<file path="config.mk">
export PLATFORM = sky130hd
export DESIGN_NAME = tpp_queue
export DESIGN_NICKNAME = d
export VERILOG_FILES = /design/src/rtl/tpp_pkg.sv /design/src/rtl/tpp_queue.sv
export SDC_FILE = /design/constraint.sdc
export NUM_CORES = 1
export LEC_CHECK = 0
export BUFFER_PORTS_ARGS = -buffer_cell sky130_fd_sc_hd__buf_2
export CAP_MARGIN = 20
export CORE_UTILIZATION = 40
export CTS_CLUSTER_SIZE = 25
export DETAILED_ROUTE_END_ITERATION = 16
export PLACE_DENSITY = 0.68
export RECOVER_POWER = 25
export REMOVE_ABC_BUFFERS = 1
export SETUP_SLACK_MARGIN = 0.05
export SYNTH_ARGS = -nofsm -noshare
export SYNTH_HDL_FRONTEND = slang
export SYNTH_SLANG_ARGS = --single-unit
</file>
<file path="constraint.sdc">
create_clock -name aclk -period 2.2 [get_ports aclk]
set_clock_uncertainty 0.05 [all_clocks]
set_input_delay 0.33 -clock aclk [delete_from_list [all_inputs] [get_ports aclk]]
set_output_delay 0.33 -clock aclk [all_outputs]
set_load 0.02 [all_outputs]
</file>
<file path="src/rtl/tpp_pkg.sv">
// Shared types and constants of the trapezoidal path profile core.
// No dependencies; every other file imports this package.
`timescale 1ns / 1ps

package tpp_pkg;

    localparam int QUEUE_DEPTH = 4;
    localparam int DIV_STEPS   = 51;
    localparam int SQRT_STEPS  = 26;

    localparam logic [16:0] ONE_Q16 = 17'h10000;
    localparam logic [30:0] MAX31   = 31'h7FFF_FFFF;
    localparam logic [30:0] CFG_RST = 31'h0001_0000;

    typedef enum logic {
        REG_MAX_VELOCITY = 1'b0,
        REG_ACCEL_RATE   = 1'b1
    } reg_idx_t;

    typedef enum logic [2:0] {
        SEG_REST,
        SEG_UP,
        SEG_CRUISE,
        SEG_DOWN,
        SEG_DONE
    } seg_t;

    typedef enum logic [2:0] {
        SU_SQ,
        SU_TEST,
        SU_DIV,
        SU_SQRT,
        SU_HP_SQ,
        SU_HP_MUL,
        SU_HP_FIN,
        SU_DONE
    } setup_state_t;

    typedef struct packed {
        logic [48:0] end_pt;
        logic [47:0] plateau;
        logic [32:0] rampdown;
        logic [30:0] end_sat;
        logic [16:0] hp_clip;
    } bp_t;

    typedef struct packed {
        seg_t        seg;
        logic [47:0] opnd;
    } item_t;

endpackage

</file>
<file path="src/rtl/tpp_queue.sv">
// Small request queue between front and back end.
// Depends on tpp_pkg.
`timescale 1ns / 1ps

module tpp_queue import tpp_pkg::*; #(
    parameter int QDEPTH = QUEUE_DEPTH,
    parameter int CW     = $clog2(QDEPTH + 1),
    parameter int AW     = $clog2(QDEPTH)
) (
    input  logic          aclk,
    input  logic          aresetn,
    input  logic          push,
    input  item_t         push_item,
    input  logic          pop,
    output item_t         head,
    output logic          empty,
    output logic [CW-1:0] count
);

    item_t         slot_reg [QDEPTH];
    logic [AW-1:0] wr_ptr_reg, rd_ptr_reg;
    logic [CW-1:0] count_reg;

    assign head  = slot_reg[rd_ptr_reg];
    assign empty = count_reg == '0;
    assign count = count_reg;

    always_ff @(posedge aclk) begin
        if (!aresetn) begin
            wr_ptr_reg <= '0;
            rd_ptr_reg <= '0;
            count_reg  <= '0;
        end else begin
            if (push) begin
                wr_ptr_reg <= (wr_ptr_reg == AW'(QDEPTH - 1)) ? '0 : wr_ptr_reg + 1'b1;
            end
            if (pop) begin
                rd_ptr_reg <= (rd_ptr_reg == AW'(QDEPTH - 1)) ? '0 : rd_ptr_reg + 1'b1;
            end
            if (push && !pop) begin
                count_reg <= count_reg + 1'b1;
            end else if (pop && !push) begin
                count_reg <= count_reg - 1'b1;
            end
        end
        if (push) begin
            slot_reg[wr_ptr_reg] <= push_item;
        end
    end

endmodule

</file>
Word-level counts from Yosys, hierarchy flattened
Memories as Yosys holds them, arrays and structs flattened. A register that Yosys moved wholly into a read port is not among the register bits.
Index checks and enable logic that the tools add are counted.
- register bits after elaboration: 7
- bits in latches: 0
- memory bits (writable): 204
- memory bits (read-only): 0
- input port bits: 55
- output and inout port bits: 55
- word-level logic and storage cells: 24
- memories: 1
- $add $sub $neg: 4
- multipliers: 0
- div/mod/pow operators: 0
- $lt $le $gt $ge: 0
- eq/ne operators: 2
- shift-type cells: 0
- mux-type cells: 8
- bitwise gates (word level): 0
- reductions and logical operators: 6
- memory list (memory ; depth ; width ; read ports ; clocked after Yosys merged registers in ; write ports ; RTL line ; RTL):
    slot_reg ; 4 ; 51 ; 1 ; 1 ; 1 ; tpp_queue.sv:20 ; item_t slot_reg [QDEPTH];
- operator list (cell ; number):
    $mux W2 ; 4
    $mux W3 ; 2
    $add A2 B1 Y2 const B ; 2
    $eq A2 B2 Y1 const B ; 2
    $add A3 B1 Y3 const B ; 1
    $logic_not A3 Y1 ; 1
    $sub A3 B1 Y3 const B ; 1
    $logic_and A1 B1 Y1 ; 2
    $logic_not A1 Y1 ; 2
    $mux W1 ; 2
    $reduce_bool A2 Y1 ; 1

Longest topological paths before layout
- word-level depth: 4
- mapped depth: 7
- mapped depth without buffers: 7

Least setup slack after synthesis
Ideal clock, no wire load.
- path kind: register -> register
- start point: register wr_ptr_reg[0]
- end point: memory slot_reg[3][0] in the netlist's numbering, enable pin
- library setup time: 0.414 ns
- arrival: 1.764 ns
- required time: 1.736 ns
- path slack: -0.028 ns
- stages on the path, launching flop included: 3
- buffers on the path: 0
- clock period less this slack: 2.228 ns
- cell sequence: dfxtp_1 ha_1 and2_1
- RTL lines (item ; RTL line ; RTL):
    from (decl) ; tpp_queue.sv:21 ; logic [AW-1:0] wr_ptr_reg, rd_ptr_reg;
    from (signal assigned) ; tpp_queue.sv:35 ; wr_ptr_reg <= (wr_ptr_reg == AW'(QDEPTH - 1)) ? '0 : wr_ptr_reg + 1'b1;
    to (decl) ; tpp_queue.sv:20 ;
Straight into the memory's write port.

==> summary.txt <==
TritonCTS Sinks: 213
Antenna diodes: 0
PnR worst setup slack: -0.06367 ns
Post-Synth Simple-Gate Area: 1.049%
Antenna violations before repair: 1
WP data arrival: 1.88 ns
RR Startpoint: wr_ptr_reg[0]$_SDFFE_PN0P_
Fin Hold WS: 0.08327 ns
Starting Density: 41.38%
Yosys cell types: 22
Startpoint types: flip-flop
Largest net degree at the start of global routing: 52
CP required: 1.82 ns
Setup violations, final: 26
Fraction of layout cells with a size suffix above 1: 37.60%
First-pass GRT wire length: 23,150 um
YS warnings: 0
Clk root buf: clkbuf_16
Clk_lat worst skew: 0.49 ns
Power Dens Cells: 941.4 nW/um2
Mux cell area share after synthesis: 15.15%
Failing checks: negative setup slack
Slew margin rel.: 66.27%
Hold Path Stages: 2
Setup WS pre-CTS: 0.3080 ns
Fmax: 441.8 MHz
Core area: 19,020 um2
Std-Cell Rows: 50
HP Class: in -> reg
Slew @ Worst Pin: 0.5060 ns
Final hold violation count: 0
IO Count: 110
Layout Nets: 562
Vias in the first global route: 4,237
Max Cap Violations: 0
Total global routing overflow: 0
I/O Buffers: 109
Final std cells w/o fill: 776
Area grow syn2layout: 32.02%
Cells after synthesis: 310
Leading cell type in the layout, fill and taps excluded: edfxtp_1
Fin crit share: 102.9%
Setup CP Type: reg -> out
Main combinational cell family by area after synthesis: multiplexers
Num CTS Buffers: 22
H-tree depth: 1
Syn_area_per_cell: 25.38 um2
Vias per cell: 4.911
Reg2Reg Depth: 4
Starting DRT DRC Count: 137
Clk pin slew, worst setup/hold paths: 0.06 ns
Number of flip-flops in the largest register: 204
Cell area after synthesis: 7869 um2
Die Area: 20,240 um2
#FFs+latches synth: 213
Worst Path Max Fanout: 6
Synth Area in XOR/XNOR: 0.2226%
DR WL/cell: 19.05 um
CTS max path bufs: 3
Status: complete, but fails checks
Dpl cells: 678
Detailed placement HPWL: 8150 um
Post-layout util: 54.63%
Die width: 142.3 um
Drt drc: 0
Post-route minimum period: 2.264 ns
Fin area: 10,390 um2
CP Capture Type: output port
VDD IR-drop max: 0.0005234 V
Commonest cells after routing, fill and taps aside: edfxtp_1 (204), mux4_2 (51), dlygate4sd3_1 (47), buf_2 (43), buf_6 (32)
Final wirelength: 14,780 um
CTS tree: done
Total power: 9.780 mW
Fin. max-slew vios: 0
Gpl congestion: 0.7076
Routed Antenna Nets: 0
Final setup TNS: -0.8247 ns
Die height: 142.3 um
Post-Synth Adder-Cell Area: 1.208%
First drt pass iteration count: 4
Placement Cell Area: 8730 um2
RSZ-0062 raised after global routing: yes
GR Util All Layers: 15.33%
Critical hold path startpoint: aresetn
Register area share after synthesis: 80.14%
Number of vias in the routed layout: 3,811
Compound-gate portion of the synthesized area: 0.2544%
LEAKAGE: 3.538 nW
-- cell type report --
cell class	count	area, um2
clock buffer	27	590.6
clock inverter	13	195.2
fill	1506	8630
inverter	4	15.01
multi-input combinational	81	1409
sequential	213	6311
tap	260	325.3
timing repair buffer	178	1543
-- per-layer routing --
layer / GRT usage (%) / wire length, um / vias up
met5: 0 / 13 / -
met1: 19.68 / 6177 / 1987
met2: 26.26 / 7556 / 106
met4: 3.848 / 198 / 2
li1: - / - / 1694
met3: 3.634 / 836 / 22
-- critical path, stage by stage (launching register included) --
cell and delay [ns]:
dfxtp_4 0.36, buf_6 0.12, buf_12 0.11, buf_16 0.13, mux4_2 0.52, buf_6 0.15
-- synth_stat cells --
| cell type | count | area share, % |
|---|---|---|
| a21boi_0 | 1 | 0.095 |
| fa_1 | 1 | 0.25 |
| mux4_2 | 50 | 14 |
| mux4_1 | 1 | 0.33 |
| or3_1 | 1 | 0.080 |
| ha_1 | 6 | 0.95 |
| nor3_1 | 2 | 0.13 |
| buf_1 | 1 | 0.048 |
| nor2_1 | 1 | 0.048 |
| nor2b_1 | 5 | 0.40 |
| o21ai_0 | 1 | 0.064 |
| inv_1 | 4 | 0.19 |
| xnor2_1 | 1 | 0.11 |
| and2_1 | 5 | 0.40 |
| edfxtp_1 | 204 | 78 |
| mux2i_1 | 4 | 0.51 |
| buf_6 | 1 | 0.14 |
| buf_2 | 5 | 0.32 |
| xor2_1 | 1 | 0.11 |
| dfxtp_1 | 9 | 2.3 |
| buf_12 | 5 | 1.3 |
| o21a_1 | 1 | 0.095 |
-- cell families (layout without fill, tap and decap cells) --
logic type | Yosys count | in the layout
fa+ha+maj | 7 | 7
flops | 213 | 213
xor+xnor | 2 | 2
mux | 55 | 55
simple gates | 14 | 14
buf+inv | 16 | 222
compound gates | 3 | 3
-- power breakdown --
| group | internal [mW] | leakage (nW) | switching (mW) |
|---|---|---|---|
| Combinational | 0.571 | 1.21 | 0.579 |
| Clock | 2.50 | 0.376 | 1.44 |
| Sequential | 4.64 | 1.95 | 0.0535 |
| Total | 7.71 | 3.54 | 2.07 |
-- path summary, 6_finish.rpt --
path / to / slack, ns
max reg2reg: slot_reg[0][0]$_DFFE_PP_ / 0.57
min reg2reg: count[2]$_SDFFE_PN0P_ / 0.49
max: head[22] / -0.06
min: count[0]$_SDFFE_PN0P_ / 0.08
-- what timing repair did --
item / 4_1_cts / 5_1_grt
resized for setup: 74 / 6
buffers inserted: 6 / 0
setup endpoints to repair: 51 / 51
gates cloned: 6 / 0
hold endpoints to repair: 188 / 0
hold buffers: 47 / 0
Power figures use the tool's default switching activity.
