[config.mk]
export PLATFORM = sky130hd
export DESIGN_NAME = tpp_front
export DESIGN_NICKNAME = d
export VERILOG_FILES = /design/src/rtl/tpp_pkg.sv /design/src/rtl/tpp_front.sv
export SDC_FILE = /design/constraint.sdc
export NUM_CORES = 1
export LEC_CHECK = 0
export BUFFER_PORTS_ARGS = -buffer_cell sky130_fd_sc_hd__buf_2
export CAP_MARGIN = 0
export CORE_UTILIZATION = 50
export CTS_CLUSTER_DIAMETER = 50
export DETAILED_ROUTE_END_ITERATION = 10
export GPL_ROUTABILITY_DRIVEN = 0
export HOLD_SLACK_MARGIN = 0.12
export MAX_ROUTING_LAYER = met4
export PLACE_DENSITY = 0.79
export SYNTH_ARGS = -nofsm -noshare
export SYNTH_HDL_FRONTEND = slang
export SYNTH_SLANG_ARGS = --single-unit
[constraint.sdc]
create_clock -name aclk -period 3.2 [get_ports aclk]
set_input_delay 0.16 -clock aclk [delete_from_list [all_inputs] [get_ports aclk]]
set_output_delay 0.16 -clock aclk [all_outputs]
set_load 0.01 [all_outputs]
[src/rtl/tpp_pkg.sv]
// Shared types and constants of the trapezoidal path profile core.
// No dependencies; every other file imports this package.
`timescale 1ns / 1ps

package tpp_pkg;

    localparam int QUEUE_DEPTH = 4;
    localparam int DIV_STEPS   = 51;
    localparam int SQRT_STEPS  = 26;

    localparam logic [16:0] ONE_Q16 = 17'h10000;
    localparam logic [30:0] MAX31   = 31'h7FFF_FFFF;
    localparam logic [30:0] CFG_RST = 31'h0001_0000;

    typedef enum logic {
        REG_MAX_VELOCITY = 1'b0,
        REG_ACCEL_RATE   = 1'b1
    } reg_idx_t;

    typedef enum logic [2:0] {
        SEG_REST,
        SEG_UP,
        SEG_CRUISE,
        SEG_DOWN,
        SEG_DONE
    } seg_t;

    typedef enum logic [2:0] {
        SU_SQ,
        SU_TEST,
        SU_DIV,
        SU_SQRT,
        SU_HP_SQ,
        SU_HP_MUL,
        SU_HP_FIN,
        SU_DONE
    } setup_state_t;

    typedef struct packed {
        logic [48:0] end_pt;
        logic [47:0] plateau;
        logic [32:0] rampdown;
        logic [30:0] end_sat;
        logic [16:0] hp_clip;
    } bp_t;

    typedef struct packed {
        seg_t        seg;
        logic [47:0] opnd;
    } item_t;

endpackage

[src/rtl/tpp_front.sv]
// Front end: accepts time samples, classifies the profile segment, forms the operand.
// Depends on tpp_pkg.
`timescale 1ns / 1ps

module tpp_front import tpp_pkg::*; #(
    parameter int QDEPTH = QUEUE_DEPTH,
    parameter int CW     = $clog2(QDEPTH + 1)
) (
    input  logic               aclk,
    input  logic               aresetn,
    input  logic               s_valid,
    output logic               s_ready,
    input  logic signed [31:0] s_sample_time,
    input  bp_t                bp,
    input  logic               bp_ready,
    input  logic [CW-1:0]      q_count,
    output logic               push,
    output item_t              push_item
);

    logic               fr_valid_reg;
    item_t              fr_item_reg;
    item_t              item_next;
    logic signed [49:0] t_x, end_x, ramp_x, plat_x, d_dn, d_cr;
    logic [CW:0]        used;

    assign t_x    = {{18{s_sample_time[31]}}, s_sample_time};
    assign end_x  = {1'b0, bp.end_pt};
    assign ramp_x = {17'b0, bp.rampdown};
    assign plat_x = {2'b0, bp.plateau};
    assign d_dn   = end_x - t_x;
    assign d_cr   = t_x - plat_x;

    assign used    = {1'b0, q_count} + {{CW{1'b0}}, fr_valid_reg};
    assign s_ready = bp_ready && (used < (CW + 1)'(QDEPTH));

    always_comb begin
        item_next = '{seg: SEG_REST, opnd: '0};
        priority if (t_x > end_x) begin
            item_next.seg = SEG_DONE;
        end else if (t_x > ramp_x) begin
            item_next.seg  = SEG_DOWN;
            item_next.opnd = d_dn[47:0];
        end else if (t_x > plat_x) begin
            item_next.seg  = SEG_CRUISE;
            item_next.opnd = d_cr[47:0];
        end else if (t_x > 50'sd0) begin
            item_next.seg  = SEG_UP;
            item_next.opnd = {17'b0, s_sample_time[30:0]};
        end else begin
            item_next.seg = SEG_REST;
        end
    end

    always_ff @(posedge aclk) begin
        if (!aresetn) begin
            fr_valid_reg <= 1'b0;
        end else begin
            fr_valid_reg <= s_valid && s_ready;
        end
        if (s_valid && s_ready) begin
            fr_item_reg <= item_next;
        end
    end

    assign push      = fr_valid_reg;
    assign push_item = fr_item_reg;

endmodule

; ---- Word-level counts from Yosys, hierarchy flattened
; Index checks and enable logic that the tools add are counted.
[totals]
reg_bits = 52
inputBits = 217
out_inout_bits = 53
wordCells = 17
[op_classes]
add_sub_neg = 3
n_lt_le_gt_ge = 5
muxes = 4
reduce_logical = 2
[op_table]
columns = op, count
row1 = $mux 51, 2
row2 = $gt 32x50->1, 1
row3 = $gt 32x49->1, 1
row4 = $sub 32x48->48, 1
row5 = $sub 48x32->48, 1
row6 = $gt 32x34->1, 1
row7 = $gt 32x1->1 const B, 1
row8 = $mux 31, 1
row9 = $add 3x1->4, 1
row10 = $lt 4x3->1 const B, 1
row11 = $logic_and 1x1->1, 2
row12 = $mux 1, 1

; ---- Depth between registers and ports, before layout
[logic_depth]
depth_word = 4
mapped_depth = 14
depth_no_buf = 13

; ---- Least setup slack after synthesis
; No wires, ideal clock.
[synth_path]
path_type = input port to flip-flop
start = input port s_sample_time[0]
end = register fr_item_reg, in the netlist push_item[46] (data pin)
setup_ns = 0.255
t_arrival_ns = 2.954
t_required_ns = 2.945
setup_slack_ns = -0.009
path_stages = 13
path_buffers = 0
path_cell_list = inv_1 -> ha_1 -> inv_1 -> fa_1 -> a21oi_2 -> nor2_1 -> o31ai_1 -> a21oi_1 -> or4b_1 -> a21oi_2 -> a21oi_1 -> or4_1 -> a31o_1
[synth_via]
elab_chain_len = 3
elab_cells_between_ends = 7
cone_classes = add/sub (2) / order compare (3) / mux (2)
[synth_rtl]
columns = element, line_no
row1 = "start, declared", tpp_front.sv:13  ; input logic signed [31:0] s_sample_time,
row2 = $sub 32x48->48 / $gt 32x49->1 (equally long branches), "tpp_front.sv:32, tpp_front.sv:44"
row3 = $mux 51, tpp_front.sv:44  ; end else if (t_x > plat_x) begin
row4 = $mux 51, tpp_front.sv:41  ; end else if (t_x > ramp_x) begin
row5 = "end signal, assigned", tpp_front.sv:62  ; fr_item_reg <= item_next;
row6 = "end, declared", tpp_front.sv:22  ; item_t fr_item_reg;
; Several ways; a longest one is shown, not always the timed one.
; A chain may end at the register's enable or synchronous reset.

; ---- Worst setup path in the final report
; Ends and elaborated chain as after synthesis.

==> run_results.csv <==
group,metric,value,unit
status,status,"finished, final reports clean",
detailed_routing,dr_wl_met3,4440,µm
detailed_routing,maxUsedRoutingLayer,"met4",
grt,grt_max_degree,32,
cells_and_area,synthToLayoutAreaGrowth,30.2,%
timing,post-route-min-period,3.13,ns
grt,antenna_found_initial,0,
floorplanning,core,20500,µm²
cells_and_area,drive_gt1_share,27.3,%
detailed_routing,wirelength,38600,µm
synth,synth_area,10600,µm²
timing,rsz0062_at_grt,"yes",
synth,avgSynthCellArea,7.46,µm²
cts,cts_root_buf,"clkbuf_16",
setup_path,reg2reg_setup_slack,1.41,ns
cts,cts_max_level,2,
synth,synth_cells,1422,
synth,synth_edf_count,51,
timing,hold_violations,0,
synth,synthArstFlopShare,0,%
synth,syn_nets,1817,
cts,cts_sinks,52,
power_and_ir_drop,power.leakage,7.12,nW
place,portBuffers,221,
timing,period_share,97.8,%
detailed_routing,vias_per_cell,6.18,
detailed_routing,dr_wl_met2,16900,µm
floorplanning,ios,270,
synth,synth_cell_types,82,
timing,fmax,320,MHz
cts,cts_tree,"built",
floorplanning,start_util,51.7,%
setup_path,cp-end-kind,"register",
detailed_routing,wl_per_cell,18.5,µm
setup_path,crit_required,3.27,ns
synth,synth_warnings,0,
run,max-cap-violations,0,
power_and_ir_drop,total_power,3.71,mW
setup_path,cp_data_arrival_time,3.20,ns
cells_and_area,final_common_cell,"buf_4",
detailed_routing,drtIter0Drc,1406,
setup_path,cp_max_fo,4,
cells_and_area,final_cell_mix,"226 x buf_4, 221 x buf_2, 191 x inv_1",
detailed_routing,firstDrtPassIters,6,
timing,setup_viol,0,
hold_path,hold_class,"input pin to register",
cells_and_area,n_antenna_cell,0,
detailed_routing,met1_length,15300,µm
timing,skew,0.0120,ns
cells_and_area,nNetsFinal,2212,
cells_and_area,nFillCells,1706,
timing,slew_headroom,56.3,%
cts,cts_made_buffers,5,
power_and_ir_drop,powerDensity,269,nW/µm²
setup_path,cp-start-kind,"input pin",
grt,grt_pass1_vias,12100,
timing,tightestPinTransition,0.648,ns
place,hpwl,32400,µm
cts,clockBufferDepth,2,
synth,ys_seq_area_share,14.6,%
floorplanning,die_w,148,µm
cts,cts.clk_slew.worst_paths,0.08,ns
synth,synth_top_area_cell,"ha_1",
synth,synth-seq-cells,52,
timing,slew_viol_final,0,
grt,grtUsageTotal,35.8,%
detailed_routing,vias,12900,
floorplanning,dieHeight,148,µm
floorplanning,die_area,21800,µm²
grt,grt_pass1_wl,60500,µm
detailed_routing,detail-route-antenna-nets,0,
setup_path,crit_type,"input pin to register",
detailed_routing,drc,0,
synth,synth_top_area_share,20.8,%
cells_and_area,final_core_util,67.4,%
floorplanning,rows,52,
synth,synth.area.top_cells,"ha_1 21%, edfxtp_1 14%, inv_1 6.8%",
power_and_ir_drop,vdd_drop_max,0.203,mV
synth,ys.flop_type,"edfxtp_1",
cts,clk_latency,0.31,ns
grt,overflow,0,
[flip-flops by register name, summed over array words and instances, names as in the netlist]
name / cells
push_item: 51
push: 1
[worst paths after layout]
path / endpoint / from / cells past startpoint
hold / removal: push_item[46]$_SDFFCE_PN0P_ / s_valid / 2
setup / recovery: push_item[46]$_SDFFCE_PN0P_ / s_sample_time[0] / 14
setup reg to reg: push_item[12]$_SDFFCE_PN0P_ / push$_SDFF_PN0_ / 3
hold reg to reg: push_item[46]$_SDFFCE_PN0P_ / push$_SDFF_PN0_ / 2
[final cells by class]
type	count	area [µm²]	area share, %
Multi-Input combinational cell	1113	8120	58.8
Timing Repair Buffer	453	2900	21.0
Sequential cell	52	1550	11.2
Inverter	192	721	5.22
Tap cell	270	338	2.45
Clock buffer	5	125	0.906
Clock inverter	3	46.3	0.335
[power by group]
part | switching, mW | internal, mW | total, mW
registers | 0.00750 | 0.787 | 0.794
logic | 1.27 | 0.996 | 2.26
clock network | 0.284 | 0.373 | 0.658
total | 1.56 | 2.16 | 3.71
[cell usage after synthesis (6+ instances only)]
library cell,instances
a211o_1,8
a211oi_1,43
a21boi_0,7
a21o_1,57
a21oi_1,113
a221oi_1,25
a311oi_1,10
a31oi_1,15
and2_1,7
and3_1,12
and4_1,6
clkbuf_1,52
edfxtp_1,51
ha_1,176
inv_1,191
nand2_1,89
nand2b_1,10
nand3_1,39
nand4_1,38
nor2_1,90
nor2b_1,12
nor3_1,37
nor4_1,17
o211ai_1,9
o21a_1,16
o21ai_0,67
o21bai_1,15
o22ai_1,15
o31a_1,6
o31ai_1,14
or2_2,6
or3_1,11
or4_1,6
xnor2_1,38
xor2_1,34
[worst max-delay path, cell delays in order]
cell     delay [ns]
buf_2          0.11
inv_1          0.07
ha_2           0.19
inv_1          0.06
fa_2           0.34
a21oi_2        0.15
nor2_1         0.08
o31ai_2        0.39
a21oi_2        0.12
or4b_4         0.50
a21oi_2        0.23
a21oi_2        0.10
or4_1          0.48
a31o_1         0.22
[metal layers]
layer,up-vias,global-route usage (%)
met5,-,-
met4,0,17.3
met3,150,5.19
met2,893,55.3
met1,5852,45.9
li1,6000,-
[repair_timing]
item,CTS,global route
setup buffers,0,4
resized for setup,0,12
setup endpoints to repair,0,15
hold buffers,2,0
hold endpoints to repair,1,0
[kinds of logic (layout without fill, tap and decap cells)]
logic type / after synthesis / count (layout) / share of synthesized area (%)
XOR/XNOR: 72 / 72 / 5.95
AO/OA/AOI/OAI: 465 / 465 / 29.7
adder cells (fa/ha/maj): 178 / 178 / 21.1
flip-flops: 52 / 52 / 14.6
multiplexers: 4 / 4 / 0.389
AND/OR/NAND/NOR: 394 / 394 / 18.6
buffers and inverters: 257 / 653 / 9.55
[through the flow]
step | instance area, µm² | setup WS, ns | std cells | hold slack, ns | TNS (ns)
6_report | 13800 | 0.0714 | 2088 | 0.314 | 0
3_5_place_dp | 13500 | -0.280 | 2074 | 0.396 | -2.83
4_1_cts | 13700 | 0.0336 | 2084 | 0.321 | 0
5_1_grt | 13800 | -0.0777 | 2088 | 0.323 | -0.0777
2_1_floorplan | 10600 | 0.0612 | 1422 | 0.306 | 0
3_3_place_gp | 13500 | -0.198 | 2074 | 0.391 | -0.302
(Power assumes the default switching activity.)
