### config.mk
export PLATFORM = sky130hd
export DESIGN_NAME = tpp_setup
export DESIGN_NICKNAME = d
export VERILOG_FILES = /design/src/rtl/tpp_pkg.sv /design/src/rtl/tpp_setup.sv
export SDC_FILE = /design/constraint.sdc
export NUM_CORES = 2
export LEC_CHECK = 0
export BUFFER_PORTS_ARGS = -buffer_cell sky130_fd_sc_hd__buf_2
export CAP_MARGIN = 20
export CORE_MARGIN = 8
export CORE_UTILIZATION = 35
export DETAILED_ROUTE_END_ITERATION = 10
export GPL_ROUTABILITY_DRIVEN = 0
export PLACE_DENSITY = 0.46
export SLEW_MARGIN = 25
export SYNTH_ARGS = -nofsm -noshare
export SYNTH_HDL_FRONTEND = slang
export SYNTH_SLANG_ARGS = --single-unit
### constraint.sdc
create_clock -name aclk -period 27.8 [get_ports aclk]
set_clock_uncertainty 0.1 [all_clocks]
set_input_delay 4.17 -clock aclk [delete_from_list [all_inputs] [get_ports aclk]]
set_output_delay 4.17 -clock aclk [all_outputs]
set_load 0.02 [all_outputs]
### src/rtl/tpp_pkg.sv
// Shared types and constants of the trapezoidal path profile core.
// No dependencies; every other file imports this package.
`timescale 1ns / 1ps

package tpp_pkg;

    localparam int QUEUE_DEPTH = 4;
    localparam int DIV_STEPS   = 51;
    localparam int SQRT_STEPS  = 26;

    localparam logic [16:0] ONE_Q16 = 17'h10000;
    localparam logic [30:0] MAX31   = 31'h7FFF_FFFF;
    localparam logic [30:0] CFG_RST = 31'h0001_0000;

    typedef enum logic {
        REG_MAX_VELOCITY = 1'b0,
        REG_ACCEL_RATE   = 1'b1
    } reg_idx_t;

    typedef enum logic [2:0] {
        SEG_REST,
        SEG_UP,
        SEG_CRUISE,
        SEG_DOWN,
        SEG_DONE
    } seg_t;

    typedef enum logic [2:0] {
        SU_SQ,
        SU_TEST,
        SU_DIV,
        SU_SQRT,
        SU_HP_SQ,
        SU_HP_MUL,
        SU_HP_FIN,
        SU_DONE
    } setup_state_t;

    typedef struct packed {
        logic [48:0] end_pt;
        logic [47:0] plateau;
        logic [32:0] rampdown;
        logic [30:0] end_sat;
        logic [16:0] hp_clip;
    } bp_t;

    typedef struct packed {
        seg_t        seg;
        logic [47:0] opnd;
    } item_t;

endpackage

### src/rtl/tpp_setup.sv
// Breakpoint sequencer: shared restoring divider, digit square root and multiplier.
// Depends on tpp_pkg.
`timescale 1ns / 1ps

module tpp_setup import tpp_pkg::*; (
    input  logic        aclk,
    input  logic        aresetn,
    input  logic        start,
    input  logic [30:0] vel_max,
    input  logic [30:0] accel,
    output bp_t         bp,
    output logic        ready
);

    setup_state_t state_reg, state_next;

    logic        tri_reg;
    logic        pass_reg;
    logic [5:0]  cnt_reg;
    logic [50:0] quo_reg;
    logic [30:0] rem_reg;
    logic [51:0] rad_reg;
    logic [25:0] root_reg;
    logic [27:0] srem_reg;
    logic [65:0] mul_p_reg;
    logic        hq_ovf_reg;
    bp_t         bp_reg;

    logic [32:0] mul_x, mul_y;
    logic [30:0] den;
    logic [31:0] rsh;
    logic        dge;
    logic [50:0] quo_nx;
    logic [29:0] srem_sh, trial;
    logic        sge;
    logic [25:0] root_nx;
    logic [48:0] end_sum;
    logic [46:0] hval;
    logic        div_last, sqrt_last;

    assign den      = pass_reg ? vel_max : accel;
    assign rsh      = {rem_reg, quo_reg[50]};
    assign dge      = rsh >= {1'b0, den};
    assign quo_nx   = {quo_reg[49:0], dge};
    assign srem_sh  = {srem_reg, rad_reg[51:50]};
    assign trial    = {2'b00, root_reg, 2'b01};
    assign sge      = srem_sh >= trial;
    assign root_nx  = {root_reg[24:0], sge};
    assign end_sum  = {1'b0, bp_reg.plateau} + {16'b0, quo_nx[32:0]};
    assign hval     = mul_p_reg[63:17];
    assign div_last  = cnt_reg == 6'(DIV_STEPS - 1);
    assign sqrt_last = cnt_reg == 6'(SQRT_STEPS - 1);

    assign bp    = bp_reg;
    assign ready = (state_reg == SU_DONE) && !start;

    always_ff @(posedge aclk) begin
        if (!aresetn) begin
            state_reg <= SU_SQ;
        end else begin
            state_reg <= state_next;
        end
    end

    always_comb begin
        state_next = state_reg;
        mul_x      = '0;
        mul_y      = '0;
        unique case (state_reg)
            SU_SQ: begin
                mul_x      = {2'b00, vel_max};
                mul_y      = {2'b00, vel_max};
                state_next = SU_TEST;
            end
            SU_TEST: state_next = SU_DIV;
            SU_DIV: begin
                if (div_last) begin
                    if (tri_reg) begin
                        state_next = SU_SQRT;
                    end else if (pass_reg) begin
                        state_next = SU_HP_SQ;
                    end
                end
            end
            SU_SQRT: begin
                if (sqrt_last) begin
                    state_next = SU_HP_SQ;
                end
            end
            SU_HP_SQ: begin
                mul_x = {8'b0, bp_reg.plateau[24:0]};
                mul_y = {8'b0, bp_reg.plateau[24:0]};
                state_next = (|bp_reg.plateau[47:25]) ? SU_DONE : SU_HP_MUL;
            end
            SU_HP_MUL: begin
                mul_x      = {2'b00, accel};
                mul_y      = mul_p_reg[48:16];
                state_next = SU_HP_FIN;
            end
            SU_HP_FIN: state_next = SU_DONE;
            SU_DONE:   state_next = SU_DONE;
            default:   state_next = SU_SQ;
        endcase
        if (start) begin
            state_next = SU_SQ;
        end
    end

    always_ff @(posedge aclk) begin
        mul_p_reg <= mul_x * mul_y;
        unique case (state_reg)
            SU_TEST: begin
                tri_reg  <= {accel, 16'b0} < mul_p_reg[61:0];
                pass_reg <= 1'b0;
                cnt_reg  <= '0;
                rem_reg  <= '0;
                quo_reg  <= ({accel, 16'b0} < mul_p_reg[61:0]) ?
                            {1'b1, 50'b0} : {4'b0, vel_max, 16'b0};
            end
            SU_DIV: begin
                if (div_last) begin
                    cnt_reg <= '0;
                    if (tri_reg) begin
                        rad_reg  <= {1'b0, quo_nx};
                        root_reg <= '0;
                        srem_reg <= '0;
                    end else if (!pass_reg) begin
                        bp_reg.plateau <= quo_nx[47:0];
                        quo_reg  <= 51'h1_0000_0000;
                        rem_reg  <= '0;
                        pass_reg <= 1'b1;
                    end else begin
                        bp_reg.rampdown <= quo_nx[32:0];
                        bp_reg.end_pt   <= end_sum;
                        bp_reg.end_sat  <= (|end_sum[48:31]) ? MAX31 : end_sum[30:0];
                    end
                end else begin
                    rem_reg <= dge ? 31'(rsh - {1'b0, den}) : rsh[30:0];
                    quo_reg <= quo_nx;
                    cnt_reg <= cnt_reg + 6'd1;
                end
            end
            SU_SQRT: begin
                srem_reg <= sge ? 28'(srem_sh - trial) : srem_sh[27:0];
                root_reg <= root_nx;
                rad_reg  <= {rad_reg[49:0], 2'b00};
                cnt_reg  <= cnt_reg + 6'd1;
                if (sqrt_last) begin
                    bp_reg.end_pt   <= {23'b0, root_nx};
                    bp_reg.plateau  <= {23'b0, root_nx[25:1]};
                    bp_reg.rampdown <= {8'b0, root_nx[25:1]};
                    bp_reg.end_sat  <= {5'b0, root_nx};
                end
            end
            SU_HP_SQ: begin
                if (|bp_reg.plateau[47:25]) begin
                    bp_reg.hp_clip <= ONE_Q16;
                end
            end
            SU_HP_MUL: hq_ovf_reg <= mul_p_reg[49];
            SU_HP_FIN: begin
                bp_reg.hp_clip <= (hq_ovf_reg || (|hval[46:16])) ? ONE_Q16 : hval[16:0];
            end
            default: ;
        endcase
    end

endmodule

# Word level (Yosys, flattened, before mapping)
# Cells that the tools add are included.
[op_classes] add_sub_neg=4 mul=1 n_lt_le_gt_ge=3 n_eq_ne=19 mux=45 bitwise_logic=1 reduce_logical=20
[op_table] operator="161-bit two-way mux" count=3
[op_table] operator="161-bit case mux with 2 select lines" count=1
[op_table] operator="51-bit two-way mux" count=4
[op_table] operator="31-bit two-way mux" count=6
[op_table] operator="52-bit two-way mux" count=2
[op_table] operator="52-bit case mux with 2 select lines" count=1
[op_table] operator="51-bit case mux with 2 select lines" count=1
[op_table] operator="33-bit case mux with 3 select lines" count=1
[op_table] operator="31-bit case mux with 3 select lines" count=1
[op_table] operator="28-bit two-way mux" count=3
[op_table] operator="31-bit by 33-bit multiplier with 64-bit output" count=1
[op_table] operator="64-bit two-way mux" count=1
[op_table] operator="47-bit by 62-bit < comparator with 1-bit output" count=1
[op_table] operator="31-bit case mux with 2 select lines" count=1
[op_table] operator="28-bit case mux with 2 select lines" count=1
[op_table] operator="26-bit two-way mux" count=2
[op_table] operator="26-bit case mux with 2 select lines" count=1
[op_table] operator="48-bit by 33-bit adder with 49-bit output" count=1
[op_table] operator="49-bit two-way mux" count=1
[op_table] operator="48-bit two-way mux" count=1
[op_table] operator="17-bit two-way mux" count=2
[op_table] operator="17-bit case mux with 2 select lines" count=1
[op_table] operator="32-bit by 31-bit >= comparator with 1-bit output" count=1
[op_table] operator="31-bit OR reduction" count=1
[op_table] operator="31 further kinds" count=54
[word_totals] ff_bits=442 word_cells=109

# Logic depth before layout (Yosys ltp)
[logic_depth] ltp_word=9 ltp_mapped=39 depth_no_buf=33

# Worst setup path before layout
# OpenSTA, ideal clock, no wires.
[synth_timing] path_type="register to register" from="register state_reg[0]" to="register bp_reg, in the netlist bp[129] (enable)" setup_ns=0.862 t_arrival_ns=12.406 path_slack_ns=14.432 stages_incl_launch_ff=8 path_buffers=5 path_cell_list="dfxtp_1 clkbuf_1 clkbuf_1 clkbuf_1 clkbuf_1 clkbuf_1 a21oi_1 nor4_1"
[synth_via] elab_chain_len=3
[synth_rtl] element="start: declaration" line_no="tpp_setup.sv:15" source="setup_state_t state_reg, state_next;"
[synth_rtl] element="start signal: assignment" line_no="tpp_setup.sv:61" source="state_reg <= state_next;"
[synth_rtl] element="3-bit by 2-bit == test with 1-bit output" line_no="tpp_setup.sv:111" source="unique case (state_reg)"
[synth_rtl] element="2-bit != test (no source line) or 2-bit nonzero test (tied branches)"
[synth_rtl] element="5-bit AND reduction (no source line) *"
[synth_rtl] element="end: declaration" line_no="tpp_setup.sv:27" source="bp_t bp_reg;"
# Mark *: on every way between the ends. The rest lies on a longest branch, timed or not.
# A chain may end at the register's enable or synchronous reset.

# Final worst setup path
[layout_timing] from="input port accel[5]" to="register mul_p_reg[61]"
[layout_via] elab_chain_len=2
[layout_rtl] element="start: declaration" line_no="tpp_setup.sv:10" source="input logic [30:0] accel,"
[layout_rtl] element="31-bit case mux with 3 select lines" line_no="tpp_setup.sv:69" source="unique case (state_reg)"
[layout_rtl] element="31-bit by 33-bit multiplier with 64-bit output" line_no="tpp_setup.sv:110" source="mul_p_reg <= mul_x * mul_y;"
[layout_rtl] element="end signal: assignment" line_no="tpp_setup.sv:110"
[layout_rtl] element="end: declaration" line_no="tpp_setup.sv:25" source="logic [65:0] mul_p_reg;"
# Every way passes these cells.

==> summary.md <==
The initial antenna violation count was 8. Once detail routing completed, the nets flagged for antenna violations numbered 0. After synthesis, the cell types taking the most area are sky130_fd_sc_hd__fa_1, sky130_fd_sc_hd__edfxtp_1, sky130_fd_sc_hd__ha_1, sky130_fd_sc_hd__inv_1, sky130_fd_sc_hd__nand2_1.

The tools report the net total in the final layout as 7440. Subtracting the final worst setup slack from the clock period gives 13120 ps. The mapped netlist covers 0.0556 mm2. The die covers 0.172 mm2. For this configuration, the core starts out at a cell density of 35.2%. Hold repair after CTS inserted 0 buffers. The synthesized netlist net count is 7335. The global-route track usage on met1 is 30.5%. The cell type with the highest aggregate area in the netlist was sky130_fd_sc_hd__fa_1.

The timing endpoint of the critical path was mul_p_reg[61]. After synthesis, the most frequently instantiated cells are sky130_fd_sc_hd__inv_1, sky130_fd_sc_hd__nand2_1, sky130_fd_sc_hd__fa_1. Of the post-synthesis cell area, the dominant cell type holds 32.3%.

The startpoint identified for the worst register-to-register timing path is state_reg[0]. In this run, synthesis inferred 375 flip-flops with an integrated enable. The number of global-route vias before repair is 45302, and the part of the Yosys area used for sequential elements is 22.6%.

Kind of start point of the critical path: an input pin. TritonCTS built the clock tree. The tools report the setup TNS after final layout as 0 ps. For this run the aggregate overflow at the end of global routing stands at 0. The count of buffers added on input and output ports is 243. For the met2 usage, the log shows 41.3%.

The global routing stage identified its most utilized layer as met2. Once the clock tree was built, the setup fixing pass inserted 0 buffers. The most frequently used flop master after synthesis is sky130_fd_sc_hd__edfxtp_1. The clock tree root driver cell was sky130_fd_sc_hd__clkbuf_16. In this run the tightest slew margin relative to its limit is 25.1%. Horizontal die dimension: 415 um. Destination of the worst register-to-register timing path: mul_p_reg[61].

The number of setup violations in the final report is 0, and the clock latency on the worst-skew pair is 630 ps. The top fanout value on the critical path is 27. The detail-routed net length per standard cell was 25.7 um; the synthesized instance count was 5990. Fill cells in the final layout number 16194.

Global routing used 24.1% of the available tracks. The worst hold path belongs to the class flip-flop to flip-flop. For the number of endpoints with negative hold slack in the final report, the log shows 0. STA classifies the critical path endpoint as a flip-flop. The number of cells on the worst reg-to-reg path is 30. Height of the die: 415 um. The pre-antenna-repair detailed-routing pass consisted of 6 iterations.

For the depth of the CTS H-tree, the log shows 2. The first global-routing pass estimated 310000 um of wire. Setup repair after global routing left no endpoint under its margin. The worst setup path category was input pin to flip-flop. Slowest library cell on the worst path: sky130_fd_sc_hd__a221oi_1. In this design, the stage delay of the slowest critical-path cell is 820 ps. Relative to the synthesized area, the layout overhead comes to 9.59%. Synthesis inferred 442 register bits. The total length of routed wires came out at 211000 um. The arrival time at the worst endpoint is 13570 ps, and the mean area per synthesized cell is 9.29 um2. After clock tree synthesis, the clock-pin slew on the worst setup and hold paths is 60 ps.

The number of different library cells used by synthesis comes to 81. Clock tree synthesis inserted a total of 50 buffers. The setup slack of the most critical reg-to-reg path is 16340 ps. sky130_fd_sc_hd__inv_1 is the most common cell in the netlist.

Entering global routing, the biggest net connects 90 pins. The clock passes through at most 3 buffers. The post-cts repair resize count is 0, and the flip-flop count of the largest register, all copies and words added is 178.

The total number of clock tree sinks was 442; the final max-slew violation count was 0. The fraction of registers with async set/reset was 0%; the number of warnings printed during yosys synthesis was 0. The transition time at the pin with the least slew margin is 1120 ps. Global routing consumed, on the met3 layer, 3.89% of the routing resources.

Summing over every cut layer, the via total after detailed routing is 43435. The logs give 0 for the detailed-route DRC error count and 3886 for the number of DRC violations after detailed-routing iteration 0. At the worst endpoint, the required time is 28250 ps. In the routed layout, each cell is associated on average with a via count of 5.29. Detailed placement finished with a half-perimeter wire length of 162000 um. The floorplan has 146 rows. The area of the core came out at 0.158 mm2.

The critical path starts at accel[5]. The flow ran to the end, and the final reports show no timing, DRC or antenna violations. Of the cells placed in the final design, the portion with a size suffix greater than 1 is 8.82%.

In the finished design, the share of the clock period the worst path needs comes to 47.2%. The cell with the most instances on the worst path is sky130_fd_sc_hd__fa_1. Timing would allow up to 76.2 MHz.

Across the run, the number of max-cap violations was 0. For the total I/O pin count, the log shows 244.
## layer usage
metal,routed length (um),vias to the layer above
li1,-,19153
met1,86600,22339
met2,102000,1536
met3,12600,403
met4,10200,4
met5,24,-
## final cells by class
| type | instances | area (um2) | area share, % |
|---|---|---|---|
| timing repair buffer | 346 | 2010 | 3.30 |
| antenna | 4 | 10.0 | 0.0164 |
| clock buffer | 55 | 1290 | 2.12 |
| clock inverter | 37 | 409 | 0.671 |
| inverter | 989 | 3710 | 6.09 |
| multi-input combinational | 4266 | 38400 | 62.9 |
| tap | 2072 | 2590 | 4.25 |
| sequential | 442 | 12600 | 20.7 |
## how the worst min path moves through the flow
stage | cells after the start | end | start | slack [ps]
after global placement | 0 | hq_ovf_reg | mul_p_reg[49] | 340
after global routing | 0 | hq_ovf_reg | mul_p_reg[49] | 370
after CTS | 0 | hq_ovf_reg | mul_p_reg[49] | 350
after floorplan | 0 | hq_ovf_reg | mul_p_reg[49] | 310
final | 0 | hq_ovf_reg | mul_p_reg[49] | 350
after detailed placement | 0 | hq_ovf_reg | mul_p_reg[49] | 340
## placed cells by master (no fill, tap or decap), types with 17 or more instances in the layout
cell type and n:
sky130_fd_sc_hd__a211oi_1 23, sky130_fd_sc_hd__a21o_1 108, sky130_fd_sc_hd__a21oi_1 168, sky130_fd_sc_hd__a22o_1 32, sky130_fd_sc_hd__a22oi_1 50, sky130_fd_sc_hd__a31oi_1 28, sky130_fd_sc_hd__and2_1 37, sky130_fd_sc_hd__and3_1 51
sky130_fd_sc_hd__buf_2 243, sky130_fd_sc_hd__buf_4 102, sky130_fd_sc_hd__clkbuf_16 51, sky130_fd_sc_hd__dfxtp_1 64, sky130_fd_sc_hd__edfxtp_1 375, sky130_fd_sc_hd__fa_1 897, sky130_fd_sc_hd__ha_1 383, sky130_fd_sc_hd__inv_1 988
sky130_fd_sc_hd__mux2i_1 68, sky130_fd_sc_hd__nand2_1 951, sky130_fd_sc_hd__nand2b_1 60, sky130_fd_sc_hd__nand3_1 59, sky130_fd_sc_hd__nand4_1 29, sky130_fd_sc_hd__nor2_1 695, sky130_fd_sc_hd__nor2b_1 17, sky130_fd_sc_hd__nor3_1 39
sky130_fd_sc_hd__nor4_1 21, sky130_fd_sc_hd__o21a_1 33, sky130_fd_sc_hd__o21ai_0 104, sky130_fd_sc_hd__or2_2 58, sky130_fd_sc_hd__xnor2_1 99, sky130_fd_sc_hd__xor2_1 54
## logic make-up after synthesis
kind of cell / after synthesis / share of synthesized area, %
muxes: 70 / 1.26
buffers and inverters: 1282 / 8.70
AOI/OAI and AO/OA: 673 / 8.14
xor gates and xnor gates: 154 / 2.46
and+or+nand+nor: 2089 / 15.9
DFF: 442 / 22.6
adders and majority gates: 1280 / 40.9
## metrics by stage
stage	setup slack, ps	util [%]	instances	hold WS, ps	instance area, um2
3_5_place_dp	14160	37.4	8114	339	59200
2_1_floorplan	14430	-	5990	310	55600
3_3_place_gp	14180	37.4	8114	343	59200
4_1_cts	14790	38.5	8206	354	60900
5_1_grt	14400	38.5	8209	369	61000
6_report	14680	38.5	8211	350	61000
## critical path: cells and delay by family
kind	cells	cell delay, ps
buf+inv	5	340
simple gates	6	1370
compound gates	10	3320
fa+ha+maj	9	4340
Power is left out: the tool's default activity adds up to more than one toggle a clock period on the data nets, which glitch-free logic cannot reach.
